**src/rtl/core/utlc_pkg.sv**
```systemverilog
// shared types and codes for the uart transmit line console
// no dependencies; imported by every module of the block
`timescale 1ns / 1ps
`default_nettype none

package utlc_pkg;

  // bus access opcodes
  localparam logic OP_READ  = 1'b0;
  localparam logic OP_WRITE = 1'b1;

  // register offsets inside the uart window
  localparam logic [2:0] REG_RBR_THR = 3'd0;
  localparam logic [2:0] REG_IER     = 3'd1;
  localparam logic [2:0] REG_IIR     = 3'd2;
  localparam logic [2:0] REG_LCR     = 3'd3;
  localparam logic [2:0] REG_MCR     = 3'd4;
  localparam logic [2:0] REG_LSR     = 3'd5;
  localparam logic [2:0] REG_MSR     = 3'd6;
  localparam logic [2:0] REG_SCR     = 3'd7;

  localparam logic [3:0] SIZE_BYTE = 4'd1;
  localparam logic [3:0] SIZE_WORD = 4'd4;

  localparam int unsigned LCR_DLAB_BIT = 7;
  localparam logic [7:0] IIR_NO_INT      = 8'h01;
  localparam logic [7:0] LSR_HOLD_EMPTY  = 8'h20;
  localparam logic [7:0] LSR_SHIFT_EMPTY = 8'h40;

  localparam logic [7:0] CH_CR = 8'h0D;
  localparam logic [7:0] CH_LF = 8'h0A;

  // result kinds
  localparam logic RES_READ    = 1'b0;
  localparam logic RES_CONSOLE = 1'b1;

  // command queue between front and back
  localparam int unsigned CMD_DEPTH = 4;
  localparam int unsigned CMD_AW    = $clog2(CMD_DEPTH);
  localparam int unsigned CMD_CW    = $clog2(CMD_DEPTH + 1);

  typedef enum logic {
    CMD_READ = 1'b0,
    CMD_TX   = 1'b1
  } cmd_kind_t;

  typedef struct packed {
    cmd_kind_t  kind;
    logic [7:0] data;
  } cmd_t;

endpackage

`default_nettype wire

```
**src/rtl/core/utlc_front.sv**
```systemverilog
// front end: accepts bus accesses, holds the uart register file and
// queues read replies and transmit characters; uses utlc_pkg
`timescale 1ns / 1ps
`default_nettype none

module utlc_front import utlc_pkg::*; (
  input  wire logic       clk,
  input  wire logic       rst_n,
  input  wire logic       in_push,
  input  wire logic       in_opcode,
  input  wire logic [2:0] in_register_offset,
  input  wire logic [3:0] in_access_size,
  input  wire logic [7:0] in_write_data,
  input  wire logic       q_full,
  output logic            q_push,
  output cmd_t            q_cmd
);

  logic [7:0] ier_r, lcr_r, mcr_r, scr_r, dll_r, dlm_r;
  logic       accept;
  logic       size_ok;
  logic       dlab;
  logic       is_write;
  logic [7:0] rd_data;

  assign accept   = in_push && !q_full;
  assign size_ok  = (in_access_size == SIZE_BYTE) || (in_access_size == SIZE_WORD);
  assign dlab     = lcr_r[LCR_DLAB_BIT];
  assign is_write = (in_opcode == OP_WRITE);

  always_comb begin
    rd_data = 8'h00;
    if (size_ok) begin
      unique case (in_register_offset)
        REG_RBR_THR: rd_data = dlab ? dll_r : 8'h00;
        REG_IER:     rd_data = dlab ? dlm_r : ier_r;
        REG_IIR:     rd_data = IIR_NO_INT;
        REG_LCR:     rd_data = lcr_r;
        REG_MCR:     rd_data = mcr_r;
        REG_LSR:     rd_data = LSR_HOLD_EMPTY | LSR_SHIFT_EMPTY;
        REG_MSR:     rd_data = 8'h00;
        REG_SCR:     rd_data = scr_r;
      endcase
    end
  end

  // reads always queue a reply, writes only queue transmit characters
  assign q_push = accept && (!is_write ||
                  (size_ok && in_register_offset == REG_RBR_THR && !dlab));

  always_comb begin
    if (is_write) begin
      q_cmd.kind = CMD_TX;
      q_cmd.data = in_write_data;
    end else begin
      q_cmd.kind = CMD_READ;
      q_cmd.data = rd_data;
    end
  end

  always_ff @(posedge clk) begin
    if (!rst_n) begin
      ier_r <= 8'h00;
      lcr_r <= 8'h00;
      mcr_r <= 8'h00;
      scr_r <= 8'h00;
      dll_r <= 8'h00;
      dlm_r <= 8'h00;
    end else if (accept && is_write && size_ok) begin
      unique case (in_register_offset)
        REG_RBR_THR: if (dlab) dll_r <= in_write_data;
        REG_IER: begin
          if (dlab) dlm_r <= in_write_data;
          else ier_r <= in_write_data;
        end
        REG_LCR:     lcr_r <= in_write_data;
        REG_MCR:     mcr_r <= in_write_data;
        REG_SCR:     scr_r <= in_write_data;
        REG_IIR, REG_LSR, REG_MSR: ;
      endcase
    end
  end

endmodule

`default_nettype wire

```
**src/rtl/core/utlc_cmd_fifo.sv**
```systemverilog
// short command queue between the front end and the console back end
// uses cmd_t and the queue depth from utlc_pkg
`timescale 1ns / 1ps
`default_nettype none

module utlc_cmd_fifo import utlc_pkg::*; (
  input  wire logic clk,
  input  wire logic rst_n,
  input  wire logic push,
  input  wire cmd_t push_cmd,
  output logic      full,
  input  wire logic pop,
  output logic      valid,
  output cmd_t      head
);

  cmd_t              slots_r [CMD_DEPTH];
  logic [CMD_AW-1:0] wr_ptr_r, rd_ptr_r;
  logic [CMD_CW-1:0] count_r;
  logic              do_push, do_pop;

  assign full    = (count_r == CMD_CW'(CMD_DEPTH));
  assign valid   = (count_r != '0);
  assign head    = slots_r[rd_ptr_r];
  assign do_push = push && !full;
  assign do_pop  = pop && valid;

  always_ff @(posedge clk) begin
    if (do_push) slots_r[wr_ptr_r] <= push_cmd;
  end

  always_ff @(posedge clk) begin
    if (!rst_n) begin
      wr_ptr_r <= '0;
      rd_ptr_r <= '0;
      count_r  <= '0;
    end else begin
      if (do_push) wr_ptr_r <= wr_ptr_r + CMD_AW'(1);
      if (do_pop) rd_ptr_r <= rd_ptr_r + CMD_AW'(1);
      if (do_push && !do_pop) count_r <= count_r + CMD_CW'(1);
      else if (do_pop && !do_push) count_r <= count_r - CMD_CW'(1);
    end
  end

endmodule

`default_nettype wire

```
**src/rtl/core/utlc_back.sv**
```systemverilog
// back end: line store, prompt detection and flush sequencer feeding the
// result register; uses utlc_pkg
`timescale 1ns / 1ps
`default_nettype none

module utlc_back import utlc_pkg::*; #(
  parameter int unsigned LINE_DEPTH = 32
) (
  input  wire logic clk,
  input  wire logic rst_n,
  input  wire logic q_valid,
  input  wire cmd_t q_cmd,
  output logic      q_pop,
  input  wire logic out_pop,
  output logic      out_empty,
  output logic      out_result_kind,
  output logic [7:0] out_data_byte,
  output logic      out_last_of_run
);

  localparam int unsigned FW = $clog2(LINE_DEPTH + 1);
  localparam int unsigned AW = $clog2(LINE_DEPTH);
  localparam int unsigned TAIL_LEN = 10;

  localparam logic [6:0][7:0] SFX_LOGIN = "login: ";
  localparam logic [9:0][7:0] SFX_PASS  = "Password: ";
  localparam logic [1:0][7:0] SFX_ROOT  = "# ";
  localparam logic [1:0][7:0] SFX_USER  = "$ ";

  typedef enum logic [1:0] {
    S_IDLE,
    S_STORE,
    S_FLUSH,
    S_NL
  } state_t;

  state_t state_r;
  logic [7:0] line_mem [LINE_DEPTH];
  logic [7:0] rd_data_r;
  logic [FW-1:0] fill_r, ptr_r, fill_inc;
  logic [TAIL_LEN-1:0][7:0] tail_r, tail_new;
  logic [7:0] char_r;
  logic nl_r, store_after_r, pend_r, pend_last_r;
  logic out_valid_r, out_kind_r, out_last_r;
  logic [7:0] out_data_r;
  logic slot_free, adv, issue, hit, load;

  assign slot_free = !out_valid_r || out_pop;
  assign adv       = (state_r == S_FLUSH) && pend_r && slot_free;
  assign issue     = (state_r == S_FLUSH) && (ptr_r < fill_r) && (!pend_r || adv);
  assign q_pop     = (state_r == S_IDLE) && q_valid &&
                     (q_cmd.kind == CMD_TX || slot_free);
  // result register takes a new beat this cycle
  assign load      = adv || (slot_free && (state_r == S_NL ||
                     (state_r == S_IDLE && q_valid && q_cmd.kind == CMD_READ)));

  // tail holds the newest characters, newest at index 0
  assign tail_new = {tail_r[TAIL_LEN-2:0], char_r};
  assign fill_inc = fill_r + FW'(1);
  assign hit = (fill_inc >= FW'(7) && tail_new[6:0] == SFX_LOGIN) ||
               (fill_inc >= FW'(10) && tail_new == SFX_PASS) ||
               (fill_inc >= FW'(2) &&
                (tail_new[1:0] == SFX_ROOT || tail_new[1:0] == SFX_USER));

  always_ff @(posedge clk) begin
    if (state_r == S_STORE) line_mem[fill_r[AW-1:0]] <= char_r;
    if (issue) rd_data_r <= line_mem[ptr_r[AW-1:0]];
  end

  always_ff @(posedge clk) begin
    if (state_r == S_STORE) tail_r <= tail_new;
  end

  always_ff @(posedge clk) begin
    if (!rst_n) begin
      state_r       <= S_IDLE;
      fill_r        <= '0;
      ptr_r         <= '0;
      pend_r        <= 1'b0;
      pend_last_r   <= 1'b0;
      nl_r          <= 1'b0;
      store_after_r <= 1'b0;
      char_r        <= 8'h00;
      out_valid_r   <= 1'b0;
      out_kind_r    <= RES_READ;
      out_data_r    <= 8'h00;
      out_last_r    <= 1'b0;
    end else begin
      if (load) out_valid_r <= 1'b1;
      else if (out_pop) out_valid_r <= 1'b0;
      unique case (state_r)
        S_IDLE: begin
          if (q_valid) begin
            if (q_cmd.kind == CMD_READ) begin
              if (slot_free) begin
                out_kind_r  <= RES_READ;
                out_data_r  <= q_cmd.data;
                out_last_r  <= 1'b1;
              end
            end else begin
              char_r <= q_cmd.data;
              ptr_r  <= '0;
              if (q_cmd.data == CH_CR) begin
                state_r <= S_IDLE;
              end else if (q_cmd.data == CH_LF) begin
                if (fill_r != '0) begin
                  nl_r          <= 1'b1;
                  store_after_r <= 1'b0;
                  state_r       <= S_FLUSH;
                end
              end else if (fill_r == FW'(LINE_DEPTH)) begin
                // full line goes out with a newline before the new character
                nl_r          <= 1'b1;
                store_after_r <= 1'b1;
                state_r       <= S_FLUSH;
              end else begin
                state_r <= S_STORE;
              end
            end
          end
        end
        S_STORE: begin
          fill_r <= fill_inc;
          ptr_r  <= '0;
          if (hit) begin
            nl_r          <= 1'b0;
            store_after_r <= 1'b0;
            state_r       <= S_FLUSH;
          end else begin
            state_r <= S_IDLE;
          end
        end
        S_FLUSH: begin
          if (issue) begin
            ptr_r       <= ptr_r + FW'(1);
            pend_r      <= 1'b1;
            pend_last_r <= (ptr_r == fill_r - FW'(1));
          end else if (adv) begin
            pend_r <= 1'b0;
          end
          if (adv) begin
            out_kind_r  <= RES_CONSOLE;
            out_data_r  <= rd_data_r;
            out_last_r  <= pend_last_r && !nl_r;
            if (pend_last_r) begin
              if (nl_r) begin
                state_r <= S_NL;
              end else begin
                fill_r  <= '0;
                state_r <= S_IDLE;
              end
            end
          end
        end
        S_NL: begin
          if (slot_free) begin
            out_kind_r  <= RES_CONSOLE;
            out_data_r  <= CH_LF;
            out_last_r  <= 1'b1;
            fill_r      <= '0;
            state_r     <= store_after_r ? S_STORE : S_IDLE;
          end
        end
      endcase
    end
  end

  assign out_empty       = !out_valid_r;
  assign out_result_kind = out_kind_r;
  assign out_data_byte   = out_data_r;
  assign out_last_of_run = out_last_r;

endmodule

`default_nettype wire

```
**src/rtl/core/uart16550_tx_line_console.sv**
```systemverilog
// top level of the uart transmit line console: front end, command queue
// and back end; depends on utlc_pkg, utlc_front, utlc_cmd_fifo, utlc_back
//
// usage:
//   input channel: one bus access per beat (in_push / in_full). reads give
//   one reply beat, transmit writes give zero or more console beats,
//   other writes update the register file and give nothing.
//   result channel: out_empty / out_pop, oldest beat on the out_ ports;
//   out_last_of_run marks the final beat caused by one access.
// read path: a read reply is written into the command queue and then
//   into the result register, which drives the result ports.
// throughput: the front takes one access per cycle until the 4-deep
//   command queue fills. the back handles a read in its idle state, a
//   stored character in the idle and then the store state, and a flush by
//   priming the line store read, then sending each character and then,
//   when the flush closes a line, the newline; a full line flushed before
//   a new character goes on to store that character after the newline.
// reset: synchronous, clears registers, line fill and queue; no sweep.
// stall: while out_pop is low the result register holds, the sequencer
//   waits, and in_full rises once the command queue is full.
`timescale 1ns / 1ps
`default_nettype none

module uart16550_tx_line_console import utlc_pkg::*; #(
  parameter int unsigned LINE_DEPTH = 32
) (
  input  wire logic       clk,
  input  wire logic       rst_n,
  input  wire logic       in_push,
  output logic            in_full,
  input  wire logic       in_opcode,
  input  wire logic [2:0] in_register_offset,
  input  wire logic [3:0] in_access_size,
  input  wire logic [7:0] in_write_data,
  output logic            out_empty,
  input  wire logic       out_pop,
  output logic            out_result_kind,
  output logic [7:0]      out_data_byte,
  output logic            out_last_of_run
);

  logic q_push, q_full, q_valid, q_pop;
  cmd_t q_in_cmd, q_head;

  assign in_full = q_full;

  utlc_front u_front (
    .clk                (clk),
    .rst_n              (rst_n),
    .in_push            (in_push),
    .in_opcode          (in_opcode),
    .in_register_offset (in_register_offset),
    .in_access_size     (in_access_size),
    .in_write_data      (in_write_data),
    .q_full             (q_full),
    .q_push             (q_push),
    .q_cmd              (q_in_cmd)
  );

  utlc_cmd_fifo u_cmd_fifo (
    .clk      (clk),
    .rst_n    (rst_n),
    .push     (q_push),
    .push_cmd (q_in_cmd),
    .full     (q_full),
    .pop      (q_pop),
    .valid    (q_valid),
    .head     (q_head)
  );

  utlc_back #(
    .LINE_DEPTH (LINE_DEPTH)
  ) u_back (
    .clk             (clk),
    .rst_n           (rst_n),
    .q_valid         (q_valid),
    .q_cmd           (q_head),
    .q_pop           (q_pop),
    .out_pop         (out_pop),
    .out_empty       (out_empty),
    .out_result_kind (out_result_kind),
    .out_data_byte   (out_data_byte),
    .out_last_of_run (out_last_of_run)
  );

  // a read reply is always alone in its run
  a_read_is_last: assert property (@(posedge clk) disable iff (!rst_n)
    (!out_empty && out_result_kind == RES_READ) |-> out_last_of_run)
    else $error("read reply without last flag");

  // cr is dropped and never stored, so it can never be flushed
  a_no_cr_out: assert property (@(posedge clk) disable iff (!rst_n)
    (!out_empty && out_result_kind == RES_CONSOLE) |-> (out_data_byte != CH_CR))
    else $error("carriage return reached the console");

  // lf is never stored; it only appears as the closing newline of a flush
  a_lf_is_last: assert property (@(posedge clk) disable iff (!rst_n)
    (!out_empty && out_result_kind == RES_CONSOLE && out_data_byte == CH_LF)
      |-> out_last_of_run)
    else $error("newline not at end of run");

  // a waiting result is not dropped while the receiver stalls
  a_hold_result: assert property (@(posedge clk) disable iff (!rst_n)
    (!out_empty && !out_pop) |=> !out_empty)
    else $error("stalled result lost");

endmodule

`default_nettype wire
```
**config.mk**
```make
export PLATFORM = sky130hd
export DESIGN_NAME = uart16550_tx_line_console
export DESIGN_NICKNAME = d
export VERILOG_FILES = /design/src/rtl/core/utlc_pkg.sv /design/src/rtl/core/utlc_front.sv /design/src/rtl/core/utlc_cmd_fifo.sv /design/src/rtl/core/utlc_back.sv /design/src/rtl/core/uart16550_tx_line_console.sv
export SDC_FILE = /design/constraint.sdc
export NUM_CORES = 1
export LEC_CHECK = 0
export ABC_AREA = 1
export BUFFER_PORTS_ARGS = -buffer_cell sky130_fd_sc_hd__buf_2
export CORE_MARGIN = 2
export CORE_UTILIZATION = 25
export CTS_BUF_LIST = sky130_fd_sc_hd__clkbuf_16
export CTS_CLUSTER_DIAMETER = 150
export CTS_CLUSTER_SIZE = 12
export DETAILED_ROUTE_END_ITERATION = 10
export PLACE_DENSITY_LB_ADDON = 0.12
export RECOVER_POWER = 50
export SKIP_LAST_GASP = 1
export SYNTH_ARGS = -nofsm -noshare
export SYNTH_HDL_FRONTEND = slang
export SYNTH_SLANG_ARGS = --single-unit
export TNS_END_PERCENT = 20
```
**constraint.sdc**
```tcl
create_clock -name clk -period 7.5 [get_ports clk]
set_input_delay 0.375 -clock clk [delete_from_list [all_inputs] [get_ports clk]]
set_output_delay 0.375 -clock clk [all_outputs]
set_load 0.02 [all_outputs]
```
# Word level (Yosys, flattened, before mapping)
# Memory sizes are Yosys's and may differ from the RTL's. A register that Yosys moved wholly into a read port is not among the register bits.
# Index checks and enable logic that the tools add are counted.
# Widths: inputs -> output; s select.
[totals]
register_bits = 164
ram_bits = 292
in_bits = 20
output_inout_bits = 12
wordCells = 216
memories = 2
[op_classes]
n_addsub = 7
order_cmp = 4
eq_ne = 35
mux = 70
bitwise = 2
reduce_logical = 66
[mem_list]
columns = ["memory", "depth", "width", "read_ports", "rd_clocked_by_memory_dff", "write_ports", "line", "text"]
rows = [
  ["u_back.line_mem", 32, 8, 1, 1, 1, "utlc_back.sv:38", "logic [7:0] line_mem [LINE_DEPTH];"],
  ["u_cmd_fifo.slots_r", 4, 9, 1, 1, 1, "utlc_cmd_fifo.sv:17", "cmd_t slots_r [CMD_DEPTH];"],
]
[op_table]
columns = ["cell", "n"]
rows = [
  ["$eq 80x79->1 const B", 1],
  ["$mux 8", 8],
  ["$pmux 8 s8", 1],
  ["$eq 56x55->1 const B", 1],
  ["$mux 6", 7],
  ["$pmux 6 s3", 2],
  ["$eq 16x14->1 const B", 2],
  ["$mux 1", 30],
  ["$mux 2", 13],
  ["$pmux 8 s3", 1],
  ["$logic_and 1x1->1", 22],
  ["$eq 8x4->1 const B", 2],
  ["$ne 2x1->1 const B", 8],
  ["$eq 3x3->1 const B", 5],
  ["$add 6x1->6 const B", 2],
  ["$reduce_and 3->1", 4],
  ["$reduce_and 6->1", 2],
  ["$reduce_bool 3->1", 4],
  ["$logic_or 1x1->1", 10],
  ["$reduce_and 2->1", 5],
  ["$mux 9", 1],
  ["$logic_not 1->1", 8],
  ["$pmux 2 s4", 1],
  ["$reduce_and 4->1", 2],
  ["29 further kinds", 42],
]

# Longest topological paths before layout
[logic_depth]
depth_word = 11
depth_mapped = 15
ltp_nobuf = 14

# By module
# From an unflattened synthesis, not the netlist that was laid out.
[unflattened]
hier_cells = 1855
hier_area_um2 = 19961.6
[by_module_without_submodules]
columns = ["mod", "instances", "cells_per_inst", "area_per_inst_um2", "seq_area_each_um2"]
rows = [
  ["utlc_back", 1, 1260, 15172.1, 10830.4],
  ["utlc_front", 1, 440, 2927.8, 960.9],
  ["utlc_cmd_fifo", 1, 155, 1861.8, 1261.2],
]

# Worst setup path before layout
# Ideal clock, no wire load.
[synth_path]
path_kind = "register -> register"
from = "register u_back.state_r[0]"
to = "memory u_back.line_mem[0][0], enable pin"
setup_time_ps = 373
t_arrival_ps = 3945
t_required_ps = 7127
slack_ps = 3182
stages_incl_launch_ff = 6
n_path_buf = 1
period_less_slack_ps = 4318
path_cell_list = "dfxtp_1 > inv_2 > nor2_1 > clkbuf_1 > nand2_1 > nor2_1"
[synth_via]
elab_chain_len = 3
[synth_lines]
columns = ["element", "line", "text"]
rows = [
  ["start, declared", "utlc_back.sv:37", "state_t state_r;"],
  ["start signal, assigned", "utlc_back.sv:161", "state_r <= store_after_r ? S_STORE : S_IDLE;"],
  ["$eq 2x1->1", "utlc_back.sv:66", "if (state_r == S_STORE) line_mem[fill_r[AW-1:0]] <= char_r;"],
  ["$mux 1", "utlc_back.sv:66", ""],
  ["$mux 1 (not written as such)", "utlc_back.sv:66", ""],
  ["end, declared", "utlc_back.sv:38", ""],
]
# Every way passes these cells.

# Worst setup path in the final report
[layout_path]
from = "register u_back.state_r[1]"
to = "register u_back.fill_r[4]"
[layout_via]
elab_chain_len = 5
word_cells_on_any_way = 12
classes_between = "eq/ne (7); mux (1); reduce/logical (4)"
[layout_lines]
columns = ["element", "line", "text"]
rows = [
  ["$eq 2x2->1", "utlc_back.sv:49, utlc_back.sv:91", ""],
  ["$logic_and 1x1->1 (2 in a row)", "utlc_back.sv:49", "assign adv = (state_r == S_FLUSH) && pend_r && slot_free;"],
  ["$ne 2x1->1 (no source line)", "-", ""],
  ["$reduce_and 5->1 (no source line)", "-", ""],
  ["end signal, assigned", "utlc_back.sv:123", "fill_r <= fill_inc;"],
  ["end, declared", "utlc_back.sv:40", "logic [FW-1:0] fill_r, ptr_r, fill_inc;"],
]
# Parallel ways exist; a longest one is shown, timed or not.
# A chain may end at the register's enable or synchronous reset.

==> out/results.ini <==
[die]
core_sq_um=76200
dieHeight_microns=282
start_util=0.253
die-area_sq_um=79400
num_rows=101
pin_count=32
die_w_microns=282

[placement]
hpwlAfterDp_microns=37000
gp_congestion=0.806
port_buffers=31

[global_routing]
grt_use_total=0.148
grt-ovfl-total=0
antenna_found_initial=0
grt_max_degree=97
grt_pass1_vias=13128
grt_first_pass_wirelength_microns=86900

[clock_network]
numCtsBuffers=45
clockBufferDepth=3
cts_hold_buf=0
cts_tree=built
cts-resized-gates=0
ctsRootBufferMaster=clkbuf_16
clk_pin_slew_ns=0.07
clkLatencyLatePin_ns=0.62
cts_sinks=466
htree_levels=2
postCtsSetupBuffers=0

[sta]
fmax_mhz=216
finalSetupTns_ns=0
rsz0062_at_grt=no
hold_ws_ns=0.130
fin_crit_sh=0.617
setup_viol=0
period_minus_slack_ns=4.63
tightest_slew_ns=4.24
finalHoldViolCount=0
skew_ns=0.0686
slew_violations=358
relSlewSlack=-1.82

[worst_setup_path]
rr_worst_depth=4
crit_required_ns=8.02
critical-path-top-delay-family=buffers and inverters
rr_endpoint=u_back.fill_r[4]$_SDFFE_PN0P_
crit_type=reg -> reg
crit_buf_inv=1
path_max_fanout=77
slowest_delay_ns=2.98
worstSetupStartpointType=flop
end_kind=flop
ff2ff_setup_slack_ns=2.87
crit_arrival_ns=5.15
path_cells=nor2_4 -> clkbuf_1 -> o21ai_0 -> a21oi_1
crit_start=u_back.state_r[1]$_SDFFE_PN0P_
r2r-start=u_back.state_r[1]$_SDFFE_PN0P_
cp_slowest_cell=clkbuf_1

[power_and_ir_drop]
power_leakage_uw=0.00736
netSwitchingPower_uw=2520
ir_worst_vdd_mv=0.222
p_seq_frac=0.478
comb_power_share=0.236
power_density_nw_per_um2=338
p_int_uw=4810
p_sw_frac=0.344
p_clk_frac=0.287

[worst_hold_path]
worstHoldStart=in_write_data[2]
hp-class=in -> reg
min_path_cells=3
hold_end=u_front.mcr_r[2]$_SDFFE_PN0P_

[synth]
synth_ff_type=edfxtp_1
syn-num-nets=1778
synth_mux_area_frac=0.000713
yosys_warnings=0
synthXorXnorAreaFrac=0.00499
synth_edf_count=372
syn_inst=1740
synth_compound_area_frac=0.123
yosys_register_bits=466
syn_area_sq_um=19300
synthAdderAreaFrac=0.0121
synth_top_family_by_area=simple AND/OR/NAND/NOR gates
avgSynthCellArea_sq_um=11.1
synthSimpleGateAreaFrac=0.137
synthArstFlopShare=0
yosysUniqueCellTypes=51
synth-seq-area-share=0.676

[finish]
fillCellCount=7928
diodes=0
layout-area-overhead-vs-synth_pct=12.5
regArea_sq_um=13100
nets=1792
final_util=0.285
drive_gt1_frac=0.0760
largest_reg_flops=256
multiInputGateArea_sq_um=5370

[route]
vias=12826
drt_iter0_drc=1191
firstDrtPassIters=5
drt_wl_total_microns=58300
avgViaCountPerCell=4.57
antenna_left=0
remaining_drc_errors=0
wl_per_cell_microns=20.8

[outcome]
run_status=complete, but fails checks
violations=max-capacitance violations, max-slew violations

[run]
drv_cap=9

## power by group through the flow
stage / Clock, uW / Sequential [uW] / Combinational, uW
4_1_cts: 2170 / 3460 / 1800
5_1_grt: 2260 / 3540 / 1910
6_report: 2100 / 3500 / 1730
2_1_floorplan: 0 / 3570 / 971
3_3_place_gp: 0 / 3520 / 1810
3_5_place_dp: 0 / 3520 / 1800
## cell families after synthesis
group	Yosys count
AOI/OAI and AO/OA	415
xor gates and xnor gates	11
adders and majority gates	18
buffers and inverters	210
DFF	466
muxes	1
and+or+nand+nor	619
## how the worst max path moves through the flow
| stage | endpoint | cells past startpoint | slack, ns |
|---|---|---|---|
| after floorplan | u_back.line_mem[0][0]$_DFFE_PP_ | 5 | 3.18 |
| after global placement | u_back.rd_data_r[5]$_DFFE_PP_ | 7 | 4.28 |
| after detailed placement | u_back.rd_data_r[5]$_DFFE_PP_ | 7 | 4.37 |
| after CTS | u_back.rd_data_r[6]$_DFFE_PP_ | 7 | 4.37 |
| after global routing | u_back.fill_r[4]$_SDFFE_PN0P_ | 4 | 2.31 |
| final | u_back.fill_r[4]$_SDFFE_PN0P_ | 4 | 2.87 |
## routing by layer
layer / share of wire / global-route usage
met3: 0.041 / 0.0224
met5: 0 / 0
met4: 0.023 / 0.0427
met2: 0.47 / 0.244
met1: 0.46 / 0.200
## per-stage QoR
stage | setup slack (ns) | area (sq um) | instances | power, uW
floorplan | 3.18 | 19300 | 1740 | 4540
global placement | 4.28 | 20500 | 2737 | 5330
detailed placement | 4.37 | 20500 | 2737 | 5310
CTS | 4.37 | 21800 | 2806 | 7430
global route | 2.31 | 21700 | 2806 | 7710
finish | 2.87 | 21700 | 2806 | 7330
## layout make-up
| type | count | share of cell area |
|---|---|---|
| clock buffer | 45 | 0.0519 |
| multi-input combinational | 1064 | 0.248 |
| timing repair buffer | 45 | 0.00963 |
| clock inverter | 24 | 0.00663 |
| sequential | 466 | 0.602 |
| tap | 1030 | 0.0594 |
| inverter | 132 | 0.0232 |
## cell usage in the layout, fill, tap and decap left out, types with 14 or more instances in the layout
cell type and count:
edfxtp_1 372, nor2_1 291, dfxtp_1 92, clkbuf_1 23, nand4_1 23, nand3_1 59
o21ai_0 223, clkbuf_16 45, a21oi_1 71, ha_1 17, nand2_2 14, o221ai_1 21
nor3_1 16, buf_2 17, inv_1 138, o22ai_1 44, nand2_1 194
## tightest hold or removal path, cell delays in order
cell	delay, ns
buf_2	0.16
nor2_1	0.11
nor2_1	0.05
## synthesized netlist by cell type, types with 6 or more instances
| cell | number | area share |
|---|---|---|
| edfxtp_1 | 372 | 0.58 |
| nor2_1 | 292 | 0.057 |
| o21ai_0 | 222 | 0.058 |
| nand2_1 | 194 | 0.038 |
| inv_1 | 119 | 0.023 |
| dfxtp_1 | 94 | 0.098 |
| a21oi_1 | 71 | 0.018 |
| nand3_1 | 59 | 0.015 |
| clkbuf_1 | 50 | 0.0097 |
| o22ai_1 | 44 | 0.014 |
| nand4_1 | 23 | 0.0075 |
| o221ai_1 | 21 | 0.0095 |
| buf_2 | 17 | 0.0044 |
| ha_1 | 17 | 0.011 |
| nor3_1 | 16 | 0.0042 |
| nand2_2 | 14 | 0.0045 |
| o21ai_1 | 12 | 0.0031 |
| o211ai_1 | 11 | 0.0043 |
| xor2_1 | 10 | 0.0045 |
| o31ai_1 | 8 | 0.0031 |
| inv_2 | 7 | 0.0014 |
| nand3_2 | 6 | 0.0031 |
(Power assumes the default switching activity.)
